File: config.mk
export PLATFORM = sky130hd
export DESIGN_NAME = ranrot_rotating_lagged_prng_flat
export DESIGN_NICKNAME = d
export VERILOG_FILES = /design/src/rtl/ranrot_pkg.sv /design/src/rtl/ranrot_req_if.sv /design/src/rtl/ranrot_rsp_if.sv /design/src/rtl/ranrot_rotating_lagged_prng.sv /design/src/rtl/ranrot_cfg.sv /design/src/rtl/ranrot_ctrl.sv /design/src/rtl/ranrot_dp.sv /design/src/flat_wrapper.sv
export SDC_FILE = /design/constraint.sdc
export NUM_CORES = 2
export LEC_CHECK = 0
export BUFFER_PORTS_ARGS = -buffer_cell sky130_fd_sc_hd__buf_2
export CAP_MARGIN = 20
export CELL_PAD_IN_SITES_DETAIL_PLACEMENT = 0
export CELL_PAD_IN_SITES_GLOBAL_PLACEMENT = 2
export CORE_MARGIN = 10
export CORE_UTILIZATION = 30
export CTS_CLUSTER_SIZE = 28
export DETAILED_ROUTE_END_ITERATION = 16
export PLACE_DENSITY_LB_ADDON = 0.05
export SETUP_SLACK_MARGIN = 0.4
export SYNTH_ARGS = -nofsm -noshare
export SYNTH_HDL_FRONTEND = slang
export SYNTH_SLANG_ARGS = --single-unit
File: constraint.sdc
create_clock -name clk -period 8.1 [get_ports clk]
set_input_delay 0.405 -clock clk [delete_from_list [all_inputs] [get_ports clk]]
set_output_delay 0.405 -clock clk [all_outputs]
set_load 0.02 [all_outputs]
File: src/rtl/ranrot_pkg.sv
`default_nettype none

package ranrot_pkg;

  localparam int MAX_LAG_DEF = 64;

  localparam int WORD_W      = 32;
  localparam int LAG_LONG_W  = 7;
  localparam int LAG_SHORT_W = 6;
  localparam int SEED_IDX_W  = 6;
  localparam int APB_ADDR_W  = 3;
  localparam int APB_DATA_W  = 32;

  localparam logic [LAG_LONG_W-1:0]  LAG_LONG_RST  = 7'd17;
  localparam logic [LAG_SHORT_W-1:0] LAG_SHORT_RST = 6'd9;

  localparam int ROT_A = 9;
  localparam int ROT_B = 13;

  localparam logic OP_LOAD    = 1'b0;
  localparam logic OP_REQUEST = 1'b1;

  // register select is paddr[2]
  localparam logic REG_LAG_LONG  = 1'b0;
  localparam logic REG_LAG_SHORT = 1'b1;

  typedef enum logic [2:0] {
    ST_IDLE,
    ST_RF_RD,
    ST_RF_WR,
    ST_RD_ISSUE,
    ST_DELIVER
  } state_t;

  typedef struct packed {
    logic [LAG_LONG_W-1:0]  lag_long;
    logic [LAG_SHORT_W-1:0] lag_short;
  } cfg_t;

  typedef struct packed {
    logic seed_wr;
    logic rf_start;
    logic rf_rd;
    logic rf_wr;
    logic rd_issue;
    logic out_load;
  } cmd_t;

  typedef struct packed {
    logic pos_zero;
    logic rf_last;
  } stat_t;

endpackage

`default_nettype wire

File: src/rtl/ranrot_req_if.sv
`default_nettype none

interface ranrot_req_if;
  logic                              valid;
  logic                              ready;
  logic                              operation;
  logic [ranrot_pkg::SEED_IDX_W-1:0] seed_index;
  logic [ranrot_pkg::WORD_W-1:0]     seed_value;

  modport source (output valid, operation, seed_index, seed_value, input ready);
  modport sink   (input valid, operation, seed_index, seed_value, output ready);
endinterface

`default_nettype wire

File: src/rtl/ranrot_rsp_if.sv
`default_nettype none

interface ranrot_rsp_if;
  logic                          valid;
  logic                          ready;
  logic [ranrot_pkg::WORD_W-1:0] random_word;

  modport source (output valid, random_word, input ready);
  modport sink   (input valid, random_word, output ready);
endinterface

`default_nettype wire

File: src/rtl/ranrot_rotating_lagged_prng.sv
`default_nettype none

// RANROT pseudorandom word generator. Load every buffer word up to lag_long
// with seed transfers (operation 0) before the first request; each load
// restarts the read position. A request (operation 1) returns one 32-bit
// word: when unread words remain, through a buffer read and then the output
// register; when the read position has run out, only after an in-place refill
// of the buffer memory that spends one read and one write per word. A finished
// word waits in the output register while the next transfer is taken in.
// Buffer words never loaded since reset read as undefined. Lag registers are
// written at APB byte addresses 0 (lag_long) and 4 (lag_short) and take effect
// at the next refill.
module ranrot_rotating_lagged_prng #(
  parameter int MAX_LAG = ranrot_pkg::MAX_LAG_DEF
) (
  input  wire logic                              clk,
  input  wire logic                              rst_n,
  ranrot_req_if.sink                             in_chan,
  ranrot_rsp_if.source                           out_chan,
  input  wire logic                              psel,
  input  wire logic                              penable,
  input  wire logic                              pwrite,
  input  wire logic [ranrot_pkg::APB_ADDR_W-1:0] paddr,
  input  wire logic [ranrot_pkg::APB_DATA_W-1:0] pwdata,
  output logic      [ranrot_pkg::APB_DATA_W-1:0] prdata,
  output logic                                   pready
);

  ranrot_pkg::cfg_t  cfg;
  ranrot_pkg::cmd_t  cmd;
  ranrot_pkg::stat_t stat;

  ranrot_cfg u_cfg (
    .clk     (clk),
    .rst_n   (rst_n),
    .psel    (psel),
    .penable (penable),
    .pwrite  (pwrite),
    .paddr   (paddr),
    .pwdata  (pwdata),
    .prdata  (prdata),
    .pready  (pready),
    .cfg_o   (cfg)
  );

  ranrot_ctrl u_ctrl (
    .clk          (clk),
    .rst_n        (rst_n),
    .in_valid     (in_chan.valid),
    .in_operation (in_chan.operation),
    .in_ready     (in_chan.ready),
    .out_valid    (out_chan.valid),
    .out_ready    (out_chan.ready),
    .stat_i       (stat),
    .cmd_o        (cmd)
  );

  ranrot_dp #(
    .MAX_LAG (MAX_LAG)
  ) u_dp (
    .clk         (clk),
    .rst_n       (rst_n),
    .cfg_i       (cfg),
    .cmd_i       (cmd),
    .stat_o      (stat),
    .seed_index  (in_chan.seed_index),
    .seed_value  (in_chan.seed_value),
    .random_word (out_chan.random_word)
  );

endmodule

`default_nettype wire

File: src/rtl/ranrot_cfg.sv
`default_nettype none

module ranrot_cfg (
  input  wire logic                              clk,
  input  wire logic                              rst_n,
  input  wire logic                              psel,
  input  wire logic                              penable,
  input  wire logic                              pwrite,
  input  wire logic [ranrot_pkg::APB_ADDR_W-1:0] paddr,
  input  wire logic [ranrot_pkg::APB_DATA_W-1:0] pwdata,
  output logic      [ranrot_pkg::APB_DATA_W-1:0] prdata,
  output logic                                   pready,
  output ranrot_pkg::cfg_t                       cfg_o
);

  logic [ranrot_pkg::LAG_LONG_W-1:0]  lag_long_r;
  logic [ranrot_pkg::LAG_SHORT_W-1:0] lag_short_r;
  logic                               wr_en;

  assign pready = 1'b1;
  assign wr_en  = psel && penable && pwrite && pready;

  always_ff @(posedge clk) begin
    if (!rst_n) begin
      lag_long_r  <= ranrot_pkg::LAG_LONG_RST;
      lag_short_r <= ranrot_pkg::LAG_SHORT_RST;
    end else if (wr_en) begin
      case (paddr[2])
        ranrot_pkg::REG_LAG_LONG:  lag_long_r  <= pwdata[ranrot_pkg::LAG_LONG_W-1:0];
        ranrot_pkg::REG_LAG_SHORT: lag_short_r <= pwdata[ranrot_pkg::LAG_SHORT_W-1:0];
        default: ;
      endcase
    end
  end

  always_comb begin
    case (paddr[2])
      ranrot_pkg::REG_LAG_LONG:  prdata = ranrot_pkg::APB_DATA_W'(lag_long_r);
      ranrot_pkg::REG_LAG_SHORT: prdata = ranrot_pkg::APB_DATA_W'(lag_short_r);
      default:                   prdata = '0;
    endcase
  end

  assign cfg_o.lag_long  = lag_long_r;
  assign cfg_o.lag_short = lag_short_r;

endmodule

`default_nettype wire

File: src/rtl/ranrot_ctrl.sv
`default_nettype none

module ranrot_ctrl (
  input  wire logic              clk,
  input  wire logic              rst_n,
  input  wire logic              in_valid,
  input  wire logic              in_operation,
  output logic                   in_ready,
  output logic                   out_valid,
  input  wire logic              out_ready,
  input  wire ranrot_pkg::stat_t stat_i,
  output ranrot_pkg::cmd_t       cmd_o
);

  ranrot_pkg::state_t state_r, state_nxt;
  logic               out_valid_r, out_valid_nxt;
  logic               accept;

  always_ff @(posedge clk) begin
    if (!rst_n) begin
      state_r     <= ranrot_pkg::ST_IDLE;
      out_valid_r <= 1'b0;
    end else begin
      state_r     <= state_nxt;
      out_valid_r <= out_valid_nxt;
    end
  end

  always_comb begin
    state_nxt = state_r;
    cmd_o     = '0;
    in_ready  = (state_r == ranrot_pkg::ST_IDLE);
    accept    = in_valid && in_ready;
    case (state_r)
      ranrot_pkg::ST_IDLE: begin
        if (accept) begin
          if (in_operation == ranrot_pkg::OP_LOAD) begin
            cmd_o.seed_wr = 1'b1;
          end else if (stat_i.pos_zero) begin
            cmd_o.rf_start = 1'b1;
            state_nxt      = ranrot_pkg::ST_RF_RD;
          end else begin
            cmd_o.rd_issue = 1'b1;
            state_nxt      = ranrot_pkg::ST_DELIVER;
          end
        end
      end
      ranrot_pkg::ST_RF_RD: begin
        cmd_o.rf_rd = 1'b1;
        state_nxt   = ranrot_pkg::ST_RF_WR;
      end
      ranrot_pkg::ST_RF_WR: begin
        cmd_o.rf_wr = 1'b1;
        state_nxt   = stat_i.rf_last ? ranrot_pkg::ST_RD_ISSUE : ranrot_pkg::ST_RF_RD;
      end
      ranrot_pkg::ST_RD_ISSUE: begin
        cmd_o.rd_issue = 1'b1;
        state_nxt      = ranrot_pkg::ST_DELIVER;
      end
      ranrot_pkg::ST_DELIVER: begin
        // hold the word until the output register is free
        if (!out_valid_r || out_ready) begin
          cmd_o.out_load = 1'b1;
          state_nxt      = ranrot_pkg::ST_IDLE;
        end
      end
      default: state_nxt = ranrot_pkg::ST_IDLE;
    endcase
    out_valid_nxt = cmd_o.out_load ? 1'b1 : (out_ready ? 1'b0 : out_valid_r);
  end

  assign out_valid = out_valid_r;

  a_rf_pair: assert property (@(posedge clk) disable iff (!rst_n)
    cmd_o.rf_rd |=> cmd_o.rf_wr)
    else $error("refill read not followed by its write");

  a_out_load: assert property (@(posedge clk) disable iff (!rst_n)
    cmd_o.out_load |=> out_valid_r)
    else $error("loaded result not presented");

  a_refill_start: assert property (@(posedge clk) disable iff (!rst_n)
    (accept && in_operation == ranrot_pkg::OP_REQUEST && stat_i.pos_zero)
      |=> state_r == ranrot_pkg::ST_RF_RD)
    else $error("request at empty position did not start a refill");

endmodule

`default_nettype wire

File: src/rtl/ranrot_dp.sv
`default_nettype none

module ranrot_dp #(
  parameter int MAX_LAG = ranrot_pkg::MAX_LAG_DEF
) (
  input  wire logic                              clk,
  input  wire logic                              rst_n,
  input  wire ranrot_pkg::cfg_t                  cfg_i,
  input  wire ranrot_pkg::cmd_t                  cmd_i,
  output ranrot_pkg::stat_t                      stat_o,
  input  wire logic [ranrot_pkg::SEED_IDX_W-1:0] seed_index,
  input  wire logic [ranrot_pkg::WORD_W-1:0]     seed_value,
  output logic      [ranrot_pkg::WORD_W-1:0]     random_word
);

  localparam int AW  = $clog2(MAX_LAG);
  localparam int PW  = $clog2(MAX_LAG + 1);
  localparam int BW0 = (PW > ranrot_pkg::LAG_LONG_W) ? PW : ranrot_pkg::LAG_LONG_W;
  localparam int XW  = BW0 + 1;
  localparam int W   = ranrot_pkg::WORD_W;

  logic [W-1:0]  mem [MAX_LAG];
  logic [W-1:0]  rd_a_r, rd_b_r, out_word_r;
  logic [PW-1:0] pos_r, idx_r;
  logic [XW-1:0] ll_x, ls_x, sidx_x;
  logic [PW-1:0] eff_long, eff_short, pos_dec, j_pos;
  logic [AW-1:0] addr_a, addr_b;
  logic          seed_ok;
  logic [W-1:0]  rf_sum;

  // saturate the lags to their legal ranges
  always_comb begin
    ll_x = XW'(cfg_i.lag_long);
    if (ll_x < XW'(2)) begin
      ll_x = XW'(2);
    end else if (ll_x > XW'(MAX_LAG)) begin
      ll_x = XW'(MAX_LAG);
    end
    ls_x = XW'(cfg_i.lag_short);
    if (ls_x < XW'(1)) begin
      ls_x = XW'(1);
    end else if (ls_x > ll_x - XW'(1)) begin
      ls_x = ll_x - XW'(1);
    end
    eff_long  = PW'(ll_x);
    eff_short = PW'(ls_x);
  end

  assign sidx_x  = XW'(seed_index);
  assign seed_ok = sidx_x < XW'(MAX_LAG);
  assign pos_dec = pos_r - PW'(1);
  // low words pair with the untouched upper words, the rest with refreshed ones
  assign j_pos   = (idx_r < eff_short) ? idx_r + (eff_long - eff_short) : idx_r - eff_short;
  assign addr_a  = cmd_i.rd_issue ? pos_dec[AW-1:0] : idx_r[AW-1:0];
  assign addr_b  = j_pos[AW-1:0];

  assign rf_sum = ((rd_a_r << ranrot_pkg::ROT_A) | (rd_a_r >> (W - ranrot_pkg::ROT_A)))
                + ((rd_b_r << ranrot_pkg::ROT_B) | (rd_b_r >> (W - ranrot_pkg::ROT_B)));

  always_ff @(posedge clk) begin
    if (cmd_i.seed_wr && seed_ok) begin
      mem[sidx_x[AW-1:0]] <= seed_value;
    end else if (cmd_i.rf_wr) begin
      mem[idx_r[AW-1:0]] <= rf_sum;
    end
    if (cmd_i.rf_rd || cmd_i.rd_issue) begin
      rd_a_r <= mem[addr_a];
    end
    if (cmd_i.rf_rd) begin
      rd_b_r <= mem[addr_b];
    end
  end

  always_ff @(posedge clk) begin
    if (!rst_n) begin
      pos_r <= '0;
    end else if (cmd_i.seed_wr) begin
      pos_r <= '0;
    end else if (cmd_i.rf_wr && stat_o.rf_last) begin
      pos_r <= eff_long;
    end else if (cmd_i.rd_issue) begin
      pos_r <= pos_dec;
    end
  end

  always_ff @(posedge clk) begin
    if (cmd_i.rf_start) begin
      idx_r <= '0;
    end else if (cmd_i.rf_wr) begin
      idx_r <= idx_r + PW'(1);
    end
    if (cmd_i.out_load) begin
      out_word_r <= rd_a_r;
    end
  end

  assign stat_o.pos_zero = (pos_r == '0);
  assign stat_o.rf_last  = (idx_r == eff_long - PW'(1));
  assign random_word     = out_word_r;

  a_pos_refill: assert property (@(posedge clk) disable iff (!rst_n)
    (cmd_i.rf_wr && stat_o.rf_last) |=> pos_r == $past(eff_long))
    else $error("read position not set to long lag after refill");

  a_pos_range: assert property (@(posedge clk) disable iff (!rst_n)
    pos_r <= PW'(MAX_LAG))
    else $error("read position beyond buffer");

endmodule

`default_nettype wire
File: src/flat_wrapper.sv
// flat-port wrapper written by rule: the top's interface ports become plain ports
module ranrot_rotating_lagged_prng_flat 
#(
  parameter int MAX_LAG = ranrot_pkg::MAX_LAG_DEF
)
  (clk, rst_n, psel, penable, pwrite, paddr, pwdata, prdata, pready, in_chan_valid, in_chan_operation, in_chan_seed_index, in_chan_seed_value, in_chan_ready, out_chan_valid, out_chan_random_word, out_chan_ready);
  ranrot_req_if in_chan_i ();
  ranrot_rsp_if out_chan_i ();
  input  wire logic clk;
  input  wire logic rst_n;
  input  wire logic psel;
  input  wire logic penable;
  input  wire logic pwrite;
  input  wire logic [ranrot_pkg::APB_ADDR_W-1:0] paddr;
  input  wire logic [ranrot_pkg::APB_DATA_W-1:0] pwdata;
  output logic      [ranrot_pkg::APB_DATA_W-1:0] prdata;
  output logic pready;
  input wire logic [$bits(in_chan_i.valid)-1:0] in_chan_valid;
  input wire logic [$bits(in_chan_i.operation)-1:0] in_chan_operation;
  input wire logic [$bits(in_chan_i.seed_index)-1:0] in_chan_seed_index;
  input wire logic [$bits(in_chan_i.seed_value)-1:0] in_chan_seed_value;
  output wire logic [$bits(in_chan_i.ready)-1:0] in_chan_ready;
  output wire logic [$bits(out_chan_i.valid)-1:0] out_chan_valid;
  output wire logic [$bits(out_chan_i.random_word)-1:0] out_chan_random_word;
  input wire logic [$bits(out_chan_i.ready)-1:0] out_chan_ready;
  assign in_chan_i.valid = in_chan_valid;
  assign in_chan_i.operation = in_chan_operation;
  assign in_chan_i.seed_index = in_chan_seed_index;
  assign in_chan_i.seed_value = in_chan_seed_value;
  assign in_chan_ready = in_chan_i.ready;
  assign out_chan_valid = out_chan_i.valid;
  assign out_chan_random_word = out_chan_i.random_word;
  assign out_chan_i.ready = out_chan_ready;
  ranrot_rotating_lagged_prng #(.MAX_LAG(MAX_LAG)) u_core (.clk(clk), .rst_n(rst_n), .in_chan(in_chan_i), .out_chan(out_chan_i), .psel(psel), .penable(penable), .pwrite(pwrite), .paddr(paddr), .pwdata(pwdata), .prdata(prdata), .pready(pready));
endmodule
==> reports/results.tsv <==
metric	value	unit
clock slew at reported path FFs	0.06	ns
Top Metal Used	met5	
largest family of logic cells by synthesized area	simple AND/OR/NAND/NOR gates	
Syn Inst Count	8601	
CORE AREA	347000	µm²
Post-synth top cells	2,144 x edfxtp_1, 2,072 x nand2_1, 678 x mux2i_1	
Starting Density	0.3019	
clock power share	0.209	
Post-Route M1 WL	220300	µm
main flop type after synthesis	edfxtp_1	
initial antenna violation count	34	
final setup vio count	0	
Reg2Reg Setup Slack	0.78	ns
Detail Placement HPWL	302500	µm
mapped cell area	104700	µm²
delay-heaviest family, CP	compound AO/OA/AOI/OAI gates	
Fin Setup TNS	0	ns
Post-synth EDFFs	2144	
slowest CP cell	o311ai_1	
crit path capture	u_core.u_dp.rd_b_r[23]	
Sw Ratio	0.4782	
worst hold path type	input pin to register	
DIE HEIGHT	610.9	µm
Flop pwr share	0.251	
Vias/cell	5.754	
# nets final	8957	
die span in x	610.9	µm
logic gate share of total power	0.540	
Critical Path RT	8.75	ns
skew final	0.05395	ns
wire per inst	36.25	µm
CP max FO	44	
unrepaired setup endpoints after global routing	false	
Max Cap Viol	0	
Tightest Pin Transition	1.316	ns
clk sinks	2175	
CTS Buf Count	279	
minimum clock period	7.316	ns
CP Class	register to register	
final hold violation count	0	
power density over the cells	463.5	nW/µm²
post-synthesis sequential area ratio	0.6206	
worst-case reg-to-reg path depth	32	
Yosys Warn Count	0	
synth top area cells	edfxtp_1 61%, nand2_1 7.4%, mux2i_1 6.5%, mux4_2 3.7%, a21oi_1 2.8%	
Via Count	78361	
met2 routed WL	226400	µm
IO buf count	94	
pin count of the biggest net entering global routing	101	
Worst-Skew Late Latency	0.93	ns
largest area contributor in the netlist	edfxtp_1	
Tcrit/Tclk final	0.9033	
most frequent CP cell	buf_4	
RePlAce Congestion	0.8143	
share of post-route cells with drive strength above 1	0.1447	
antenna viol nets, final	0	
Levels on crit path	32	
DRT Pass-1 Iters	6	
Mapped Avg Cell Area	12.18	µm²
grt total ovfl	0	
FF+latch count, synth	2175	
Clock Tree Buf Depth	4	
Post-synth ARST share	0	
number of DRC markers in iteration 0	8234	
max-slew violations	0	
startpoint types	register	
H-Tree Depth	5	
Fillers	33846	
CTS tree	yes	
first-pass GRT wire length	666900	µm
Worst IR Drop VDD	0.4937	mV
origin of the critical flop-to-flop path	u_core.u_cfg.lag_long_r[2]	
Top-Level Pins	148	
Max-slew headroom	0.1228	
CTS Root Buffer Type	clkbuf_16	
Worst Setup Slack, final	0.7835	ns
CP arrival	7.97	ns
worst path buffer plus inverter count	7	
WL met3	33370	µm
Worst path max stage delay	0.60	ns
Leak	43.73	nW
status	completed	
critical path endpoint category	register	
Power Internal	29.65	mW
vias in the first global route	76766	
P_sw	27.17	mW
R2R Path End	u_core.u_dp.rd_b_r[23]	
most frequent cell after synthesis	edfxtp_1	
WL final	493700	µm
Die ar.	373200	µm²
area share of the largest cell type after synthesis	0.6146	
mux share of post-synthesis cell area	0.1037	
Simple-Gate Fraction of Synth Area	0.1238	
Tot GR Track Use	0.2539	
Remaining DRCs	0	
DP Worst Slack	0.2541	ns
Unique masters post-synth	80	
# rows	216	
area added between synthesis and finish	17.04	%
Multi-input gate area	37960	µm²
xor/xnor share of the synthesized area	0.005184	
Post-Synth Adder-Cell Area	0.007669	
area taken by flip-flops and latches	65000	µm²
Crit. Startpoint	u_core.u_cfg.lag_long_r[2]	
compound-cell area share of the yosys netlist	0.1073	
Max Clock Freq	136.7	MHz
-- area by class of cell --
cell class / instances / area share
Timing Repair Buffer: 586 / 0.04306
Inverter: 43 / 0.001317
Tap cell: 4578 / 0.04672
Antenna cell: 15 / 0.0003062
Multi-Input combinational cell: 5731 / 0.3096
Clock inverter: 134 / 0.008226
Clock buffer: 356 / 0.06052
Sequential cell: 2175 / 0.5302
-- tightest hold or removal path: stages --
cell and delay, ns:
buf_2 0.10, nor2b_1 0.06, nand2_1 0.06, nand2_1 0.19, nor2_1 0.15
-- layout by cell type (no fill, tap or decap), types with 34 or more instances in the layout --
| cell | n |
|---|---|
| edfxtp_1 | 2144 |
| nand2_1 | 2059 |
| mux2i_1 | 673 |
| a21oi_1 | 575 |
| buf_4 | 383 |
| nand3_1 | 294 |
| clkbuf_16 | 287 |
| o22ai_1 | 249 |
| mux4_2 | 173 |
| a311oi_1 | 172 |
| and3_1 | 115 |
| nor2_1 | 110 |
| a211oi_1 | 106 |
| o221ai_1 | 98 |
| or4_1 | 98 |
| buf_2 | 95 |
| a31oi_1 | 90 |
| nor2b_1 | 85 |
| buf_12 | 77 |
| o21ai_0 | 72 |
| clkbuf_1 | 70 |
| nor2_4 | 64 |
| nor3_1 | 62 |
| clkinv_1 | 61 |
| ha_1 | 53 |
| nor4_1 | 49 |
| inv_1 | 42 |
| clkinv_2 | 40 |
| a22o_1 | 35 |
| xnor2_1 | 34 |
-- metal layers --
| metal | vias to the layer above | GRT usage |
|---|---|---|
| met4 | 6 | 0.06481 |
| met2 | 3166 | 0.4087 |
| li1 | 33309 | - |
| met5 | - | 0 |
| met1 | 41250 | 0.3588 |
| met3 | 630 | 0.03827 |
-- power groups by stage --
| stage | logic (mW) | clock network [mW] | registers (mW) |
|---|---|---|---|
| final | 30.7 | 11.9 | 14.2 |
| after global routing | 32.1 | 12.6 | 14.2 |
| after CTS | 30.1 | 12.2 | 14.2 |
| after detailed placement | 30.0 | 0 | 14.5 |
| after global placement | 30.0 | 0 | 14.5 |
| after floorplan | 15.4 | 0 | 14.2 |
-- how the worst min path moves through the flow --
| stage | startpoint | endpoint | cells past startpoint |
|---|---|---|---|
| 2_1_floorplan | u_core.u_dp.pos_r[6] | u_core.u_dp.pos_r[6] | 2 |
| 3_3_place_gp | u_core.u_dp.pos_r[6] | u_core.u_dp.pos_r[6] | 2 |
| 3_5_place_dp | u_core.u_dp.pos_r[6] | u_core.u_dp.pos_r[6] | 2 |
| 4_1_cts | paddr[2] | u_core.u_cfg.lag_long_r[3] | 4 |
| 5_1_grt | paddr[2] | u_core.u_cfg.lag_long_r[3] | 4 |
| 6_report | in_chan_operation | u_core.u_dp.pos_r[5] | 5 |
-- state kept, by name (all words and copies together), names as in the netlist --
signal,cells
u_core.u_dp.rd_b_r,32
u_core.u_dp.idx_r,7
u_core.u_cfg.lag_long_r,7
u_core.u_cfg.lag_short_r,6
u_core.u_ctrl.state_r,3
u_core.u_dp.random_word,32
u_core.u_dp.mem,2048
u_core.u_ctrl.out_valid,1
u_core.u_dp.pos_r,7
u_core.u_dp.rd_a_r,32
-- metrics by stage --
stage               total power, mW  std cells  utilization  cell area, µm²  hold slack [ns]
finish                        56.83      13618       0.3533          122600          0.09860
global route                  58.93      13604       0.3532          122600           0.1509
CTS                           56.55      13582       0.3519          122100          0.03571
global placement              44.49      13063       0.3266          113300           0.4425
floorplan                     29.62       8626            -          104800           0.4323
detailed placement            44.45      13069       0.3268          113400           0.4524
-- cells by family (layout without fill, tap and decap cells) --
group | Yosys count | in the layout
buf+inv | 721 | 1119
other cells | 2 | 42
fa+ha+maj | 60 | 60
flops | 2175 | 2175
simple gates | 3018 | 3018
mux | 867 | 868
compound gates | 1696 | 1696
xor+xnor | 62 | 62
-- repair_timing --
action	CTS	global route
hold endpoints to repair	23	0
pin swaps	1	3
cloned	1	1
hold buffers	20	0
resized for setup	5	42
endpoints found under the setup margin	4	32
buffers inserted	2	18
Power figures use the tool's default switching activity.
